<file path="config.mk">
export PLATFORM = sky130hd
export DESIGN_NAME = llh_ctrl
export DESIGN_NICKNAME = d
export VERILOG_FILES = /design/src/sv/llh_pkg.sv /design/src/sv/llh_ctrl.sv
export SDC_FILE = /design/constraint.sdc
export NUM_CORES = 1
export LEC_CHECK = 0
export BUFFER_PORTS_ARGS = -buffer_cell sky130_fd_sc_hd__buf_4
export CORE_AREA = 4 4 41 43
export DETAILED_ROUTE_END_ITERATION = 7
export DIE_AREA = 0 0 45 47
export PLACE_DENSITY = 0.35
export SYNTH_ARGS = -nofsm -noshare
export SYNTH_HDL_FRONTEND = slang
export SYNTH_SLANG_ARGS = --single-unit
export TNS_END_PERCENT = 5
</file>
<file path="constraint.sdc">
create_clock -name clock -period 1.2 [get_ports clock]
set_clock_uncertainty 0.2 [all_clocks]
set_input_delay 0.06 -clock clock [delete_from_list [all_inputs] [get_ports clock]]
set_output_delay 0.06 -clock clock [all_outputs]
set_load 0.02 [all_outputs]
</file>
<file path="src/sv/llh_pkg.sv">
// Shared types, codes and constants of the launch latency histogram.
package llh_pkg;

   localparam int NUM_BINS  = 10;
   localparam int BIN_W     = 4;
   localparam int TS_W      = 64;
   localparam int CNT_W     = 64;
   localparam int CMD_W     = 2;

   localparam logic [CMD_W-1:0] CMD_ENQUEUE = 2'd0;
   localparam logic [CMD_W-1:0] CMD_SAMPLE  = 2'd1;

   typedef enum logic [2:0] {
      ST_ENQUEUED   = 3'd0,
      ST_DROPPED    = 3'd1,
      ST_SAMPLED    = 3'd2,
      ST_EMPTY      = 3'd3,
      ST_ZERO_STAMP = 3'd4,
      ST_NOT_LEADER = 3'd5,
      ST_BIN_READ   = 3'd6
   } status_type;

   typedef enum logic [2:0] {
      S_IDLE   = 3'b001,
      S_EXEC   = 3'b010,
      S_UPDATE = 3'b100
   } state_type;

   // Command strobes from the controller to the datapath.
   typedef struct packed {
      logic accept;
      logic execute;
      logic update;
   } llh_cmd_type;

   localparam logic [TS_W-1:0] DECADE_LIMIT [NUM_BINS-1] = '{
      64'd100, 64'd1000, 64'd10000, 64'd100000, 64'd1000000,
      64'd10000000, 64'd100000000, 64'd1000000000, 64'd10000000000
   };

   // Smallest bin whose upper limit exceeds ns; last bin catches the rest.
   function automatic logic [BIN_W-1:0] decade_bin(input logic [TS_W-1:0] ns);
      logic [BIN_W-1:0] b;
      b = BIN_W'(NUM_BINS - 1);
      for (int i = NUM_BINS - 2; i >= 0; i--) begin
         if (ns < DECADE_LIMIT[i]) b = BIN_W'(i);
      end
      return b;
   endfunction

endpackage

</file>
<file path="src/sv/llh_ctrl.sv">
// Controller state machine: sequences accept, execute and histogram update.
module llh_ctrl
   import llh_pkg::*;
(
   input  logic        clock,
   input  logic        reset,
   input  logic        req_tvalid,
   output logic        req_tready,
   output logic        rsp_tvalid,
   input  logic        rsp_tready,
   output llh_cmd_type cmd
);

   state_type state_ff, state_in;
   logic      rsp_valid_ff, rsp_valid_in;
   logic      out_free;

   always_comb begin
      out_free    = !rsp_valid_ff || rsp_tready;
      cmd.update  = (state_ff == S_UPDATE) && out_free;
      cmd.execute = (state_ff == S_EXEC);
      req_tready  = (state_ff == S_IDLE) || cmd.update;
      cmd.accept  = req_tvalid && req_tready;

      state_in = state_ff;
      case (state_ff)
         S_IDLE: begin
            if (cmd.accept) state_in = S_EXEC;
         end
         S_EXEC: begin
            state_in = S_UPDATE;
         end
         S_UPDATE: begin
            if (cmd.update) state_in = cmd.accept ? S_EXEC : S_IDLE;
         end
         default: begin
            state_in = S_IDLE;
         end
      endcase

      rsp_valid_in = rsp_valid_ff;
      if (cmd.update) rsp_valid_in = 1'b1;
      else if (rsp_tready) rsp_valid_in = 1'b0;
   end

   always_ff @(posedge clock) begin
      if (reset) begin
         state_ff     <= S_IDLE;
         rsp_valid_ff <= 1'b0;
      end else begin
         state_ff     <= state_in;
         rsp_valid_ff <= rsp_valid_in;
      end
   end

   assign rsp_tvalid = rsp_valid_ff;

endmodule

</file>
==> results.yml, run 1 <==
status:
  status: "complete, but fails checks"
  violations: "negative hold slack, negative setup slack"
clocking:
  path_clk_slew_ns: 0.04
  cts.sinks: 4
  cts_buffers: 3
  cts_tree: "yes"
  htree_levels: 1
  cts_root_buf: "clkbuf_4"
  insertion_delay_ns: 0.23
  cts_buffer_depth: 2
drt:
  num_vias: 230
  drc_errors: 0
  ant_nets: 0
  initialDrtViolationCount: 0
  drt_pass1_iterations: 1
  vias_per_cell: 4.11
  wl_per_cell_um: 10.3
  finalWirelength_um: 578
timing:
  rsz0062_at_grt: "yes"
  holdWs_ns: -0.000471
  fin_setup_tns_ns: -0.725
  finalSetupViolCount: 5
  maxSlewHeadroom_pct: 87.8
  worstMarginPinSlew_ns: 0.182
  report.final.slew_viol_count: 0
  finalCritPeriodShare_pct: 117
  hold_viol: 1
  layout_setup_ws_ns: -0.207
  fmaxAchievable_mhz: 711
  min_period_ns: 1.41
die:
  initial_core_util_pct: 17.5
  io_pins: 9
  dieHeight_um: 47
  die_w_um: 45
  fp.dieArea_um2: 2120
  fp-row-count: 13
  coreArea_um2: 1300
power_and_ir_drop:
  powerDensity_nw_per_um2: 991
  finalPower_mw: 0.392
  leakagePower_nw: 0.166
  switching_share_pct: 25.2
  pwr-share-comb_pct: 20.3
  pwr-share-clk_pct: 42.5
  p_switching_mw: 0.0987
  intPower_mw: 0.293
  seqPwrFrac_pct: 37.3
  ir_drop_uv: 390
placed_design:
  place_congestion: 0.635
  numPortBuffers: 8
  dpl.hpwl_um: 415
synthesis:
  ys_ff_latch: 4
  ys_types: 18
  syn-cell-area_um2: 228
  yosys-top-cells-area: "dfxtp_1, nor2b_1, nor3b_2"
  ys_seq_area_share_pct: 35.2
  syn_avg_cell_area_um2: 8.76
  yosysTopAreaCell: "dfxtp_1"
  yosysWarnings: 0
  synthCells: 26
  syn-num-nets: 30
  synth_top_cell_area_share_pct: 35.2
final_layout:
  diodes: 0
  utilization_pct: 30.4
  drive_above_1_share_pct: 61.0
  syn_to_final_growth_pct: 73.6
  fin_nets: 47
setup_path:
  cp.arrival_ns: 1.15
  critPathMaxFanout: 4
  worstSetupEndpointType: "output pin"
  start_kind: "register"
  worst-setup-path-type: "reg -> out"
  required_ns: 0.94
hold_path:
  hp-class: "in -> reg"
grt:
  grt_pass1_vias: 276
  overflow: 0
  antenna_found_initial: 0
  track_usage_pct: 7.83
  grt_max_degree: 6
  grt_pass1_wl_um: 1120
job:
  maxCapViolations: 0
## cells in the mapped netlist
library cell	instances
o211ai_2	1
and2b_1	1
a21oi_2	1
nand2b_1	1
nor2b_1	2
buf_4	1
nor3b_2	1
nor2_1	3
a21o_1	1
nor3_1	1
nand2_1	2
inv_1	1
a31oi_1	1
and2b_4	1
nor3_2	1
and2b_2	1
a21oi_1	2
dfxtp_1	4
## cell usage in the layout, fill, tap and decap left out, types with 2 or more instances in the layout
cell / Yosys / layout
buf_4: 1 / 9
clkbuf_4: 0 / 3
nor2_1: 3 / 2
a21oi_1: 2 / 2
dlygate4sd3_1: 0 / 2
buf_6: 0 / 2
dfxtp_1: 4 / 2
dfxtp_2: 0 / 2
## critical path: stages (launching register included)
cell     delay (ns)
dfxtp_2        0.34
and2b_4        0.21
a21oi_4        0.15
nor2_1         0.06
buf_4          0.16
## cell families (layout without fill, tap and decap cells)
logic type | Yosys count | after routing | synth area share (%)
compound gates | 6 | 6 | 19.8
flops | 4 | 4 | 35.2
simple gates | 14 | 14 | 40.1
buf+inv | 2 | 17 | 4.94
## through the flow
stage	cells	area [um^2]	worst slack (ns)
3_5_place_dp	49	313	-0.0308
5_1_grt	56	395	-0.286
3_3_place_gp	49	313	-0.0327
6_report	56	395	-0.207
2_1_floorplan	26	234	-0.0225
4_1_cts	56	389	-0.216
## routing by layer
layer	global-route usage (%)	share of wire, %
met5	0	0
met3	4.21	8.8
met4	7.02	0.87
met2	12.4	48
met1	7.29	42
## state kept, by name (all words and copies together), names as in the netlist
name / count
state_ff: 3
rsp_tvalid: 1
## area by class of cell
class,instances,area (um^2)
Timing Repair Buffer,13,110
Tap cell,15,18.8
Fill cell,145,906
Inverter,1,3.75
Sequential cell,4,82.6
Multi-Input combinational cell,20,158
Clock buffer,3,22.5
## path summary, 6_finish.rpt
check / from / endpoint / cells past startpoint / slack, ns
setup reg to reg: state_ff[0] / state_ff[0] / 4 / -0.06
hold / removal: rsp_tready / rsp_tvalid / 3 / -0.0005
hold reg to reg: state_ff[0] / state_ff[2] / 1 / 0.23
setup / recovery: state_ff[0] / req_tready / 4 / -0.21
## power groups by stage
stage	sequential (mW)	combinational, mW	clock, mW
2_1_floorplan	0.147	0.0379	0
3_3_place_gp	0.147	0.0696	0
3_5_place_dp	0.147	0.0691	0
4_1_cts	0.146	0.0791	0.177
5_1_grt	0.147	0.0884	0.181
6_report	0.146	0.0794	0.166
## repair_timing
action,CTS,global route
endpoints found under the hold margin,4,0
pin swaps,4,1
setup buffers,2,0
gates resized for setup,6,2
hold buffers,2,0
endpoints found under the setup margin,5,6
Power figures use the tool's default switching activity.
==> run 2: changes to the inputs <==
--- a/config.mk
+++ b/config.mk
@@ -10,6 +10,7 @@
 export DETAILED_ROUTE_END_ITERATION = 7
 export DIE_AREA = 0 0 45 47
 export PLACE_DENSITY = 0.35
+export REMOVE_ABC_BUFFERS = 1
 export SYNTH_ARGS = -nofsm -noshare
 export SYNTH_HDL_FRONTEND = slang
 export SYNTH_SLANG_ARGS = --single-unit
==> run 2 against run 1 <==
The flow finishes with violations (negative setup slack); hold slack improved by 0.00078 ns; register-to-register slack lost 0.03 ns; via count decreased by 2.6%; combinational power is 9.7% higher; first-iteration DRC count grew 1; highest routed layer unchanged.
==> results.yml, run 2 (synthesis results as in run 1) <==
setup_path:
  crit_end: "cmd[2]"
  critPathMaxFanout: 3
  worst_path_largest_cell_delay_ns: 0.31
  start_kind: "register"
  crit_slowest_cell: "dfxtp_2"
  reg2reg_to: "state_ff[1]"
  worstSetupEndpointType: "output pin"
  required_ns: 0.94
  crit_start: "state_ff[0]"
  r2r-start: "state_ff[0]"
  r2r_setup_slack_ns: -0.09
  worstPathCellList: "and2b_4 -> a21oi_4 -> nor2_1 -> buf_4"
  cp.arrival_ns: 1.12
  worst-setup-path-type: "reg -> out"
  rr_worst_depth: 5
grt:
  grt_max_degree: 6
  antenna_found_initial: 0
  overflow: 0
  grt_pass1_vias: 230
  track_usage_pct: 7.34
  grt_pass1_wl_um: 1050
final_layout:
  diodes: 0
  stdcell_count: 57
  nFillCells: 157
  drive_above_1_share_pct: 57.1
  layout_common_cells: "buf_4, nor2_1, clkbuf_4, dlygate4sd3_1, dfxtp_2"
  final_area_um2: 388
  fin_nets: 48
  final_common_cell: "buf_4"
  syn_to_final_growth_pct: 70.3
  regMostFlops: "state_ff"
  utilization_pct: 29.8
  largest_reg_flops: 3
hold_path:
  hp-class: "in -> reg"
  holdPathStages: 3
timing:
  fmaxAchievable_mhz: 725
  holdWs_ns: 0.000310
  min_period_ns: 1.38
  report.final.slew_viol_count: 0
  maxSlewHeadroom_pct: 88.0
  worstMarginPinSlew_ns: 0.179
  rsz0062_at_grt: "yes"
  finalCritPeriodShare_pct: 115
  finalSetupViolCount: 5
  hold_viol: 0
  layout_setup_ws_ns: -0.179
placed_design:
  place_inst: 50
  numPortBuffers: 8
  place_congestion: 0.660
  postPlaceCellArea_um2: 314
  dpl.hpwl_um: 455
drt:
  drc_errors: 0
  num_vias: 224
  initialDrtViolationCount: 1
  vias_per_cell: 3.93
  ant_nets: 0
  finalWirelength_um: 607
  drt_pass1_iterations: 3
  wl_per_cell_um: 10.6
clocking:
  cts_buffer_depth: 2
  cts_tree: "yes"
  cts_root_buf: "clkbuf_4"
  htree_levels: 1
  cts.sinks: 4
  cts_buffers: 3
  insertion_delay_ns: 0.23
  path_clk_slew_ns: 0.04
status:
  violations: "negative setup slack"
  status: "complete, but fails checks"
power_and_ir_drop:
  leakagePower_nw: 0.170
  finalPower_mw: 0.403
  ir_drop_uv: 332
  powerDensity_nw_per_um2: 1040
job:
  maxCapViolations: 0
die:
  coreArea_um2: 1300
  die_w_um: 45
  fp.dieArea_um2: 2120
  initial_core_util_pct: 17.5
  dieHeight_um: 47
  fp-row-count: 13
  io_pins: 9
run 2: changes by cell type in the layout (fill, tap and decap cells not counted):
cell / delta
buf_4: +2
buf_6: -2
dfxtp_1: -1
dfxtp_2: +1
dlygate4sd3_1: +1
nand2_1: +1
nand2_2: -1
nor2_1: +1
nor2_2: -1
nor3b_2: +1
nor3b_4: -1
run 2: repair_timing:
item | in CTS | in global routing
endpoints found under the setup margin | 4 | 5
hold endpoints to repair | 4 | 0
gates resized for setup | 4 | 1
setup buffers | 1 | 0
pin swaps | 2 | 0
hold buffers | 3 | 0
run 2: worst min path at each step:
stage | from | end | slack (ns)
6_report | rsp_tready | rsp_tvalid | 0.0003
5_1_grt | rsp_tready | rsp_tvalid | 0.04
4_1_cts | rsp_tready | rsp_tvalid | 0.003
3_5_place_dp | reset | state_ff[1] | 0.07
3_3_place_gp | reset | state_ff[1] | 0.07
2_1_floorplan | reset | rsp_tvalid | -0.07
run 2: where the power goes:
| group | switching [mW] | internal (mW) | leakage [nW] | total, mW |
|---|---|---|---|---|
| clock | 0.0588 | 0.112 | 0.0138 | 0.171 |
| sequential | 0.00497 | 0.140 | 0.0334 | 0.145 |
| combinational | 0.0392 | 0.0479 | 0.123 | 0.0871 |
run 2: cell type report:
cell class / count / area, um^2 / area share (%)
multi-input cells: 20 / 146 / 37.7
repair buffers: 14 / 113 / 29.0
flip-flops and latches: 4 / 83.8 / 21.6
clock buffers: 3 / 22.5 / 5.81
well taps: 15 / 18.8 / 4.84
inverters: 1 / 3.75 / 0.968
run 2: metrics by stage:
step / worst slack (ns) / setup TNS, ns
finish: -0.179 / -0.705
global route: -0.240 / -0.961
CTS: -0.192 / -0.765
detailed placement: 0.00622 / 0
global placement: 0.0169 / 0
floorplan: -0.0624 / -0.0651
run 2: worst max-delay path, delay by kind of cell (launching register included):
| family | cells | cell delay, ns |
|---|---|---|
| compound gates | 1 | 0.06 |
| flops | 1 | 0.31 |
| buf+inv | 1 | 0.15 |
| simple gates | 2 | 0.36 |
run 2: routing by layer:
layer | wire (um) | GRT usage (%)
met1 | 268 | 8.39
met2 | 301 | 10.5
met3 | 30 | 2.68
met4 | 8 | 7.02
met5 | 0 | 0
